`config.mk`:
```
export PLATFORM = sky130hd
export DESIGN_NAME = multi_channel_servo_pwm_top
export DESIGN_NICKNAME = d
export VERILOG_FILES = /design/src/rtl/svp_pkg.sv /design/src/rtl/svp_cell.sv /design/src/rtl/svp_ctrl.sv /design/src/rtl/multi_channel_servo_pwm_top.sv
export VERILOG_INCLUDE_DIRS = /design/src /design/src/rtl
export SDC_FILE = /design/constraint.sdc
export NUM_CORES = 2
export LEC_CHECK = 0
export BUFFER_PORTS_ARGS = -buffer_cell sky130_fd_sc_hd__buf_2
export CORE_AREA = 2 2 323 325
export CTS_CLUSTER_DIAMETER = 50
export CTS_CLUSTER_SIZE = 40
export DETAILED_ROUTE_END_ITERATION = 6
export DIE_AREA = 0 0 325 327
export HOLD_SLACK_MARGIN = 0.06
export PLACE_DENSITY = 0.89
export SLEW_MARGIN = 30
export SYNTH_ARGS = -nofsm -noshare
export SYNTH_HDL_FRONTEND = slang
export SYNTH_HIERARCHICAL = 1
export SYNTH_SLANG_ARGS = --single-unit
export TNS_END_PERCENT = 30
```
`constraint.sdc`:
```
create_clock -name clk_i -period 16.72 [get_ports clk_i]
set_clock_uncertainty 0.2 [all_clocks]
set_input_delay 3.344 -clock clk_i [delete_from_list [all_inputs] [get_ports clk_i]]
set_output_delay 3.344 -clock clk_i [all_outputs]
set_load 0.01 [all_outputs]
```
`src/rtl/multi_channel_servo_pwm_top_macros.svh`:
```
// Assertion macros for the multi-channel servo PWM block.
// Used by multi_channel_servo_pwm_top.sv; no other dependencies.
`ifndef MULTI_CHANNEL_SERVO_PWM_TOP_MACROS_SVH
`define MULTI_CHANNEL_SERVO_PWM_TOP_MACROS_SVH

// Same-cycle implication, disabled while reset is asserted.
`define SVP_ASSERT_NOW(label, clk, rst_n, ante, cons, msg) \
  label: assert property (@(posedge clk) disable iff (!(rst_n)) (ante) |-> (cons)) \
    else $error(msg);

// Next-cycle implication, disabled while reset is asserted.
`define SVP_ASSERT_NEXT(label, clk, rst_n, ante, cons, msg) \
  label: assert property (@(posedge clk) disable iff (!(rst_n)) (ante) |=> (cons)) \
    else $error(msg);

`endif

```
`src/rtl/svp_pkg.sv`:
```
// Shared types and constants of the multi-channel servo PWM block.
// No dependencies; used by svp_cell, svp_ctrl and the top level.
package svp_pkg;

  // Request kinds carried in the input tuser field.
  typedef enum logic [1:0] {
    REQ_TICK = 2'd0,
    REQ_SET  = 2'd1,
    REQ_READ = 2'd2,
    REQ_NONE = 2'd3
  } req_e;

  // Configuration register indexes.
  typedef enum logic {
    CFG_ENABLE = 1'b0,
    CFG_PERIOD = 1'b1
  } cfg_idx_e;

  // Controller sequence.
  typedef enum logic [2:0] {
    ST_IDLE,
    ST_DIV,
    ST_ISSUE,
    ST_RUN,
    ST_DONE
  } ctrl_state_e;

  // Field widths.
  localparam int unsigned ChanW   = 4;
  localparam int unsigned AngleW  = 8;
  localparam int unsigned TimeW   = 16;
  localparam int unsigned HighW   = 11;
  localparam int unsigned SDataW  = 32;
  localparam int unsigned SUserW  = 2;
  localparam int unsigned CfgDataW = 16;

  // Pulse law: high time = angle * SlopeNum / SlopeDen + PulseBase.
  localparam logic [AngleW-1:0] AngleMax  = 8'd180;
  localparam logic [7:0]        SlopeNum  = 8'd190;
  localparam int unsigned       SlopeDen  = 18;
  localparam logic [TimeW-1:0]  PulseBase = 16'd500;
  localparam logic [TimeW-1:0]  PeriodReset = 16'd20000;

  // Reciprocal of SlopeDen; exact for products below 74898 (max is 34200).
  localparam int unsigned RecipShift = 20;
  localparam logic [15:0] SlopeRecip =
    16'(((1 << RecipShift) + SlopeDen - 1) / SlopeDen);

  // Command that walks along the row of channel cells.
  typedef struct packed {
    logic              valid;
    req_e              req;
    logic [ChanW-1:0]  channel;
    logic [AngleW-1:0] angle;
    logic [TimeW-1:0]  high;
    logic [TimeW-1:0]  low;
    logic [TimeW-1:0]  delta;
    logic [AngleW-1:0] angle_res;
  } cmd_t;

endpackage

```
`src/rtl/svp_cell.sv`:
```
// One servo channel: timer state plus one stage of the command row.
// Depends on svp_pkg.
module svp_cell #(
  parameter logic [3:0] CELL_IDX = 4'd0
) (
  input  logic          clk_i,
  input  logic          rst_ni,
  input  logic          enable_i,
  input  svp_pkg::cmd_t cmd_i,
  output svp_pkg::cmd_t cmd_o,
  output logic          level_o
);

  svp_pkg::cmd_t                   cmd_d, cmd_q;
  logic                            level_d, level_q;
  logic [svp_pkg::TimeW-1:0]       elapsed_d, elapsed_q;
  logic [svp_pkg::TimeW-1:0]       high_d, high_q;
  logic [svp_pkg::TimeW-1:0]       low_d, low_q;
  logic [svp_pkg::AngleW-1:0]      angle_d, angle_q;
  logic [svp_pkg::TimeW:0]         sum;
  logic [svp_pkg::TimeW-1:0]       sat;
  logic [svp_pkg::TimeW-1:0]       limit;
  logic                            hit;

  // Saturating advance of the elapsed time and the limit of the current phase.
  assign sum   = {1'b0, elapsed_q} + {1'b0, cmd_i.delta};
  assign sat   = sum[svp_pkg::TimeW] ? {svp_pkg::TimeW{1'b1}} : sum[svp_pkg::TimeW-1:0];
  assign limit = level_q ? high_q : low_q;
  assign hit   = (cmd_i.channel == CELL_IDX);

  // Act on the command as it passes through this cell.
  always_comb begin
    cmd_d     = cmd_i;
    level_d   = level_q;
    elapsed_d = elapsed_q;
    high_d    = high_q;
    low_d     = low_q;
    angle_d   = angle_q;
    if (cmd_i.valid) begin
      unique case (cmd_i.req)
        svp_pkg::REQ_TICK: begin
          if (!enable_i) begin
            level_d   = 1'b0;
            elapsed_d = '0;
          end else if (sat > limit) begin
            level_d   = ~level_q;
            elapsed_d = '0;
          end else begin
            elapsed_d = sat;
          end
        end
        svp_pkg::REQ_SET: begin
          if (hit) begin
            angle_d = cmd_i.angle;
            high_d  = cmd_i.high;
            low_d   = cmd_i.low;
          end
        end
        svp_pkg::REQ_READ: begin
          if (hit) begin
            cmd_d.angle_res = angle_q;
          end
        end
        svp_pkg::REQ_NONE: begin
        end
        default: begin
        end
      endcase
    end
  end

  // Channel state and the command stage toward the next cell.
  always_ff @(posedge clk_i or negedge rst_ni) begin
    if (!rst_ni) begin
      cmd_q     <= '0;
      level_q   <= 1'b0;
      elapsed_q <= '0;
      high_q    <= '0;
      low_q     <= '0;
      angle_q   <= '0;
    end else begin
      cmd_q     <= cmd_d;
      level_q   <= level_d;
      elapsed_q <= elapsed_d;
      high_q    <= high_d;
      low_q     <= low_d;
      angle_q   <= angle_d;
    end
  end

  assign cmd_o   = cmd_q;
  assign level_o = level_q;

endmodule

```
`src/rtl/svp_ctrl.sv`:
```
// Sequencer of the servo PWM block: input transfer, pulse-width arithmetic,
// launch into the cell row and the output register. Depends on svp_pkg.
module svp_ctrl #(
  parameter int unsigned NUM_CHANNELS = 10,
  parameter int unsigned M_DATA_W     = 24
) (
  input  logic                          clk_i,
  input  logic                          rst_ni,
  input  logic                          s_axis_tvalid,
  output logic                          s_axis_tready,
  input  logic [svp_pkg::SDataW-1:0]    s_axis_tdata,
  input  logic [svp_pkg::SUserW-1:0]    s_axis_tuser,
  output logic                          m_axis_tvalid,
  input  logic                          m_axis_tready,
  output logic [M_DATA_W-1:0]           m_axis_tdata,
  input  logic [svp_pkg::TimeW-1:0]     period_i,
  input  logic [NUM_CHANNELS-1:0]       levels_i,
  input  svp_pkg::cmd_t                 chain_i,
  output svp_pkg::cmd_t                 cmd_o
);

  svp_pkg::ctrl_state_e            state_d, state_q;
  svp_pkg::req_e                   req_q;
  logic [svp_pkg::ChanW-1:0]       chan_q;
  logic [svp_pkg::AngleW-1:0]      ang_q, angle_res_q;
  logic [svp_pkg::TimeW-1:0]       delta_q, prod_q;
  logic [svp_pkg::HighW-1:0]       quot_q;
  logic [svp_pkg::AngleW-1:0]      ang_in, ang_clamp;
  logic [31:0]                     recip_prod;
  logic [svp_pkg::TimeW-1:0]       high_w, low_w;
  logic                            in_xfer, out_load;
  logic                            out_valid_q;
  logic [NUM_CHANNELS-1:0]         out_levels_q;
  logic [svp_pkg::AngleW-1:0]      out_angle_q;

  // Input unpacking and clamping of the requested angle.
  assign ang_in    = s_axis_tdata[11:4];
  assign ang_clamp = (ang_in > svp_pkg::AngleMax) ? svp_pkg::AngleMax : ang_in;
  assign in_xfer   = s_axis_tvalid && s_axis_tready;

  // Division by the slope denominator through its reciprocal.
  assign recip_prod = 32'(prod_q) * 32'(svp_pkg::SlopeRecip);

  // High and low time of the addressed channel.
  assign high_w = svp_pkg::TimeW'(quot_q) + svp_pkg::PulseBase;
  assign low_w  = (period_i > high_w) ? (period_i - high_w) : '0;

  // Next state and handshakes.
  always_comb begin
    state_d       = state_q;
    s_axis_tready = 1'b0;
    out_load      = 1'b0;
    unique case (state_q)
      svp_pkg::ST_IDLE: begin
        s_axis_tready = 1'b1;
        if (s_axis_tvalid) begin
          state_d = svp_pkg::ST_DIV;
        end
      end
      svp_pkg::ST_DIV: begin
        state_d = svp_pkg::ST_ISSUE;
      end
      svp_pkg::ST_ISSUE: begin
        state_d = svp_pkg::ST_RUN;
      end
      svp_pkg::ST_RUN: begin
        if (chain_i.valid) begin
          state_d = svp_pkg::ST_DONE;
        end
      end
      svp_pkg::ST_DONE: begin
        if (!out_valid_q || m_axis_tready) begin
          out_load = 1'b1;
          state_d  = svp_pkg::ST_IDLE;
        end
      end
      default: begin
        state_d = svp_pkg::ST_IDLE;
      end
    endcase
  end

  always_ff @(posedge clk_i or negedge rst_ni) begin
    if (!rst_ni) begin
      state_q <= svp_pkg::ST_IDLE;
    end else begin
      state_q <= state_d;
    end
  end

  // Item registers and the arithmetic steps.
  always_ff @(posedge clk_i) begin
    if (in_xfer) begin
      req_q   <= svp_pkg::req_e'(s_axis_tuser);
      chan_q  <= s_axis_tdata[3:0];
      ang_q   <= ang_clamp;
      delta_q <= s_axis_tdata[27:12];
      prod_q  <= svp_pkg::TimeW'(ang_clamp) * svp_pkg::TimeW'(svp_pkg::SlopeNum);
    end
    if (state_q == svp_pkg::ST_DIV) begin
      quot_q <= recip_prod[svp_pkg::RecipShift +: svp_pkg::HighW];
    end
    if (state_q == svp_pkg::ST_RUN && chain_i.valid) begin
      angle_res_q <= chain_i.angle_res;
    end
  end

  // Command launched into the first cell.
  always_comb begin
    cmd_o.valid     = (state_q == svp_pkg::ST_ISSUE);
    cmd_o.req       = req_q;
    cmd_o.channel   = chan_q;
    cmd_o.angle     = ang_q;
    cmd_o.high      = high_w;
    cmd_o.low       = low_w;
    cmd_o.delta     = delta_q;
    cmd_o.angle_res = '0;
  end

  // Output register; the levels are sampled once the row has settled.
  always_ff @(posedge clk_i or negedge rst_ni) begin
    if (!rst_ni) begin
      out_valid_q <= 1'b0;
    end else if (out_load) begin
      out_valid_q <= 1'b1;
    end else if (m_axis_tready) begin
      out_valid_q <= 1'b0;
    end
  end

  always_ff @(posedge clk_i) begin
    if (out_load) begin
      out_levels_q <= levels_i;
      out_angle_q  <= angle_res_q;
    end
  end

  assign m_axis_tvalid = out_valid_q;
  assign m_axis_tdata  = M_DATA_W'({out_angle_q, out_levels_q});

endmodule

```
`src/rtl/multi_channel_servo_pwm_top.sv`:
```
// Channel     Direction  Transfer when                  Payload
// s_axis      in         s_axis_tvalid & s_axis_tready  tuser req_type, tdata channel/angle/delta
// m_axis      out        m_axis_tvalid & m_axis_tready  tdata pin_levels, angle_out
// cfg         in         cfg_valid_i & cfg_ready_o      cfg_index_i, cfg_data_i
//
// One item is in flight at a time: the next input transfer is taken once the
// result of the last item is in the output register. ST_DIV finishes the
// pulse-width division, ST_ISSUE launches the command, the command walks the
// row of channel cells one cell per cycle, and ST_DONE loads the output register.
// Reset is asynchronous and active low; all channels start low with zero times,
// the period register at 20000. A stalled output holds the sequencer until the
// result register frees up; configuration is always taken.
// Top level of the multi-channel servo PWM block.
// Depends on svp_pkg, svp_cell, svp_ctrl and the assertion macro header.
`include "multi_channel_servo_pwm_top_macros.svh"

module multi_channel_servo_pwm_top #(
  parameter int unsigned NUM_CHANNELS = 10
) (
  input  logic                                clk_i,
  input  logic                                rst_ni,
  input  logic                                s_axis_tvalid,
  output logic                                s_axis_tready,
  // channel [3:0], angle_in [11:4], delta_us [27:12], zeros above
  input  logic [svp_pkg::SDataW-1:0]          s_axis_tdata,
  // req_type [1:0]
  input  logic [svp_pkg::SUserW-1:0]          s_axis_tuser,
  output logic                                m_axis_tvalid,
  input  logic                                m_axis_tready,
  // pin_levels [NUM_CHANNELS-1:0], angle_out above it, zeros to a whole byte
  output logic [((NUM_CHANNELS+8+7)/8)*8-1:0] m_axis_tdata,
  input  logic                                cfg_valid_i,
  output logic                                cfg_ready_o,
  input  logic                                cfg_index_i,
  input  logic [svp_pkg::CfgDataW-1:0]        cfg_data_i
);

  localparam int unsigned MDataW = ((NUM_CHANNELS + 8 + 7) / 8) * 8;

  logic [NUM_CHANNELS-1:0]       enable_q;
  logic [svp_pkg::TimeW-1:0]     period_q;
  logic [NUM_CHANNELS-1:0]       levels;
  logic [NUM_CHANNELS-1:0]       chain_valid;
  svp_pkg::cmd_t                 chain [NUM_CHANNELS+1];

  // Configuration registers.
  assign cfg_ready_o = 1'b1;

  always_ff @(posedge clk_i or negedge rst_ni) begin
    if (!rst_ni) begin
      enable_q <= '0;
      period_q <= svp_pkg::PeriodReset;
    end else if (cfg_valid_i) begin
      unique case (svp_pkg::cfg_idx_e'(cfg_index_i))
        svp_pkg::CFG_ENABLE: enable_q <= cfg_data_i[NUM_CHANNELS-1:0];
        svp_pkg::CFG_PERIOD: period_q <= cfg_data_i;
        default: begin
        end
      endcase
    end
  end

  // Sequencer and output register.
  svp_ctrl #(
    .NUM_CHANNELS (NUM_CHANNELS),
    .M_DATA_W     (MDataW)
  ) u_ctrl (
    .clk_i,
    .rst_ni,
    .s_axis_tvalid,
    .s_axis_tready,
    .s_axis_tdata,
    .s_axis_tuser,
    .m_axis_tvalid,
    .m_axis_tready,
    .m_axis_tdata,
    .period_i (period_q),
    .levels_i (levels & enable_q),
    .chain_i  (chain[NUM_CHANNELS]),
    .cmd_o    (chain[0])
  );

  // Row of channel cells; each passes the command to its neighbor.
  for (genvar g = 0; g < NUM_CHANNELS; g++) begin : g_chan
    svp_cell #(
      .CELL_IDX (4'(g))
    ) u_chan (
      .clk_i,
      .rst_ni,
      .enable_i (enable_q[g]),
      .cmd_i    (chain[g]),
      .cmd_o    (chain[g+1]),
      .level_o  (levels[g])
    );
    assign chain_valid[g] = chain[g+1].valid;
  end

  // Only one command travels the row, and never while input is open.
  `SVP_ASSERT_NOW(a_one_cmd, clk_i, rst_ni, 1'b1, $onehot0(chain_valid), "several commands in the row")
  `SVP_ASSERT_NEXT(a_busy_after_xfer, clk_i, rst_ni, s_axis_tvalid && s_axis_tready, !s_axis_tready, "input open right after a transfer")
  `SVP_ASSERT_NOW(a_row_busy, clk_i, rst_ni, chain_valid != '0, !s_axis_tready, "input open while the row is busy")

endmodule

```
==> impl_metrics.yaml <==
grt:
  gr-total-overflow: 0
  antenna_found_initial: 2
  grt_max_degree: 182
  first_global_vias: 41300
  globalRouteTotalUtil_pct: 28.0
  grt_pass1_wl_mm: 233
floorplan:
  fp.coreArea_um2: 103000
  die_h_um: 327
  die_w_um: 325
  die_area_um2: 106000
  io-pin-count: 83
  rows: 118
  start_util_pct: 60.8
synthesis:
  synth_area_um2: 62600
  ys_warn_count: 6
  syn_inst: 4801
  avgSynthCellArea_um2: 13.0
timing:
  slew_headroom_pct: 35.4
  tns_ns: 0
  maxSlewViolCount: 0
  finalHoldViolations: 0
  rsz0062_at_grt: "false"
  fin_crit_ns: 7.84
  period_share_pct: 46.9
  setup_viol: 0
  worstMarginPinSlew_ns: 0.963
  max_freq_ghz: 0.128
place:
  hpwl_mm: 104
  port_buffers: 71
  place.gp.congestion: 0.929
  place_inst: 6159
layout:
  diodes: 0
  layout-drive-gt1-share_pct: 18.6
  num-fill-cells: 6848
  final_cells: 6359
  nets: 5524
  utilization_pct: 66.3
  area.growth.synth_to_final_pct: 9.02
min_path:
  hold_class: "flip-flop to flip-flop"
  holdPathStages: 0
routing:
  highest_layer: "met4"
  met2_length_mm: 74.3
  viasPerCell: 6.18
  via_count: 39300
  wl_per_cell_um: 23.1
  drtPass1Iterations: 5
  drt_wl_total_mm: 147
  drt_iter0_drc: 3140
  met3_length_mm: 6.78
  wl_met1_mm: 56.8
  ant_nets: 0
  route.detailed.drc: 0
run:
  maxCapViolations: 0
clock_tree:
  clkLatencyLatePin_ns: 0.72
  clock_path_buffers: 3
  clock-root-buffer: "clkbuf_16"
  cts_resized: 0
  h-tree-depth: 3
  holdBufCountCts: 0
  cts_buffers: 105
  cts.sinks: 1329
  clkTransAtPathRegs_ns: 0.09
  cts_tree: "done"
  post_cts_buffers: 0
critical_path:
  reg2regPathDepth: 18
  worstSetupPathType: "input pin to flip-flop"
  crit_path_max_fanout: 7
  cp.arrival_ns: 8.08
  cp-end-kind: "flip-flop"
  crit_path_start_kind: "input pin"
  worst_ep_required_time_ns: 16.96
pwr:
  p_leak_nw: 32.9
  vdd_drop_max_uv: 337
  p_per_area_nw_per_um2: 162
run_status:
  outcome: "finished, final reports clean"
==> metal layers <==
metal	vias to the layer above	GRT usage, %
met4	0	15.2
met3	442	3.82
met5	-	0
met1	20000	34.1
met2	1278	48.5
li1	17600	-
==> power breakdown <==
part | switching [mW] | internal [mW] | leakage, nW
sequential | 0.500 | 3.86 | 16.5
combinational | 2.26 | 1.69 | 14.5
clock | 1.35 | 1.38 | 1.89
==> final timing paths <==
check	to	slack (ns)	from
max in group asynchronous	g_chan[3].u_chan/cmd_o[61]$_DFF_PN0_	10.84	rst_ni
hold / removal	g_chan[8].u_chan/cmd_o[44]$_DFF_PN0_	0.17	g_chan[7].u_chan/cmd_o[44]$_DFF_PN0_
hold reg to reg	g_chan[8].u_chan/cmd_o[44]$_DFF_PN0_	0.17	g_chan[7].u_chan/cmd_o[44]$_DFF_PN0_
min in group asynchronous	g_chan[6].u_chan/elapsed_q[13]$_DFFE_PN0P_	2.34	rst_ni
setup / recovery	u_ctrl/prod_q[14]$_DFFE_PP_	8.88	s_axis_tdata[4]
setup reg to reg	u_ctrl/quot_q[4]$_DFFE_PP_	10.84	u_ctrl/prod_q[13]$_DFFE_PP_
==> per-stage QoR <==
step	hold slack, ns	area (µm²)	setup slack, ns	power, mW
global route	0.174	68200	8.65	11.7
floorplan	0.146	62700	8.87	7.06
detailed placement	0.159	64300	8.28	8.19
finish	0.170	68200	8.88	11.0
global placement	0.152	64300	8.36	7.93
CTS	0.174	68200	8.97	11.0
==> flip-flops by register name, summed over array words and instances, names as in the netlist, 3 cells and up <==
signal,cells
u_ctrl/out_levels_q,10
g_chan.u_chan/cmd_o,648
u_ctrl/ang_q,8
u_ctrl/quot_q,11
g_chan.u_chan/level_o,10
u_ctrl/chan_q,4
enable_q,10
g_chan.u_chan/high_q,160
u_ctrl/angle_res_q,8
g_chan.u_chan/elapsed_q,160
u_ctrl/state_q,3
period_q,16
u_ctrl/prod_q,14
g_chan.u_chan/angle_q,80
g_chan.u_chan/low_q,160
u_ctrl/out_angle_q,8
u_ctrl/delta_q,16
==> worst max-delay path: stages <==
cell,delay [ns]
buf_2,0.10
o21ai_0,0.19
a21oi_1,0.09
o21ai_0,0.40
nand2b_1,0.37
fa_1,0.60
inv_1,0.05
fa_1,0.54
inv_1,0.06
fa_1,0.48
inv_1,0.05
fa_1,0.49
inv_1,0.04
ha_1,0.31
o21a_1,0.12
o31a_1,0.11
o22ai_1,0.34
o21ai_0,0.19
xor2_1,0.19
==> placed cells by master (no fill, tap or decap), drive strengths merged, types with 27 or more instances in the layout <==
master	instances
dfrtp	1243
mux2	519
ha	480
inv	267
nand2	249
a21oi	231
mux2i	162
o21ai	153
nor2	140
a22o	137
clkbuf	117
a21o	101
fa	100
buf	99
edfxtp	81
xnor2	68
nand3	63
a211oi	55
nand4	50
nor3	45
xor2	43
o211ai	40
o21a	35
and2	33
clkinv	31
and3	29
nand2b	27
==> layout make-up <==
type | count | area, µm² | share of cell area, %
clock buffer | 117 | 2810 | 4.11
clock inverter | 81 | 1050 | 1.55
inverter | 223 | 837 | 1.23
multi-input combinational | 3130 | 27500 | 40.3
sequential | 1329 | 33700 | 49.3
tap | 1380 | 1730 | 2.53
timing repair buffer | 99 | 663 | 0.972
No activity file was read; power rests on OpenSTA's default activity.
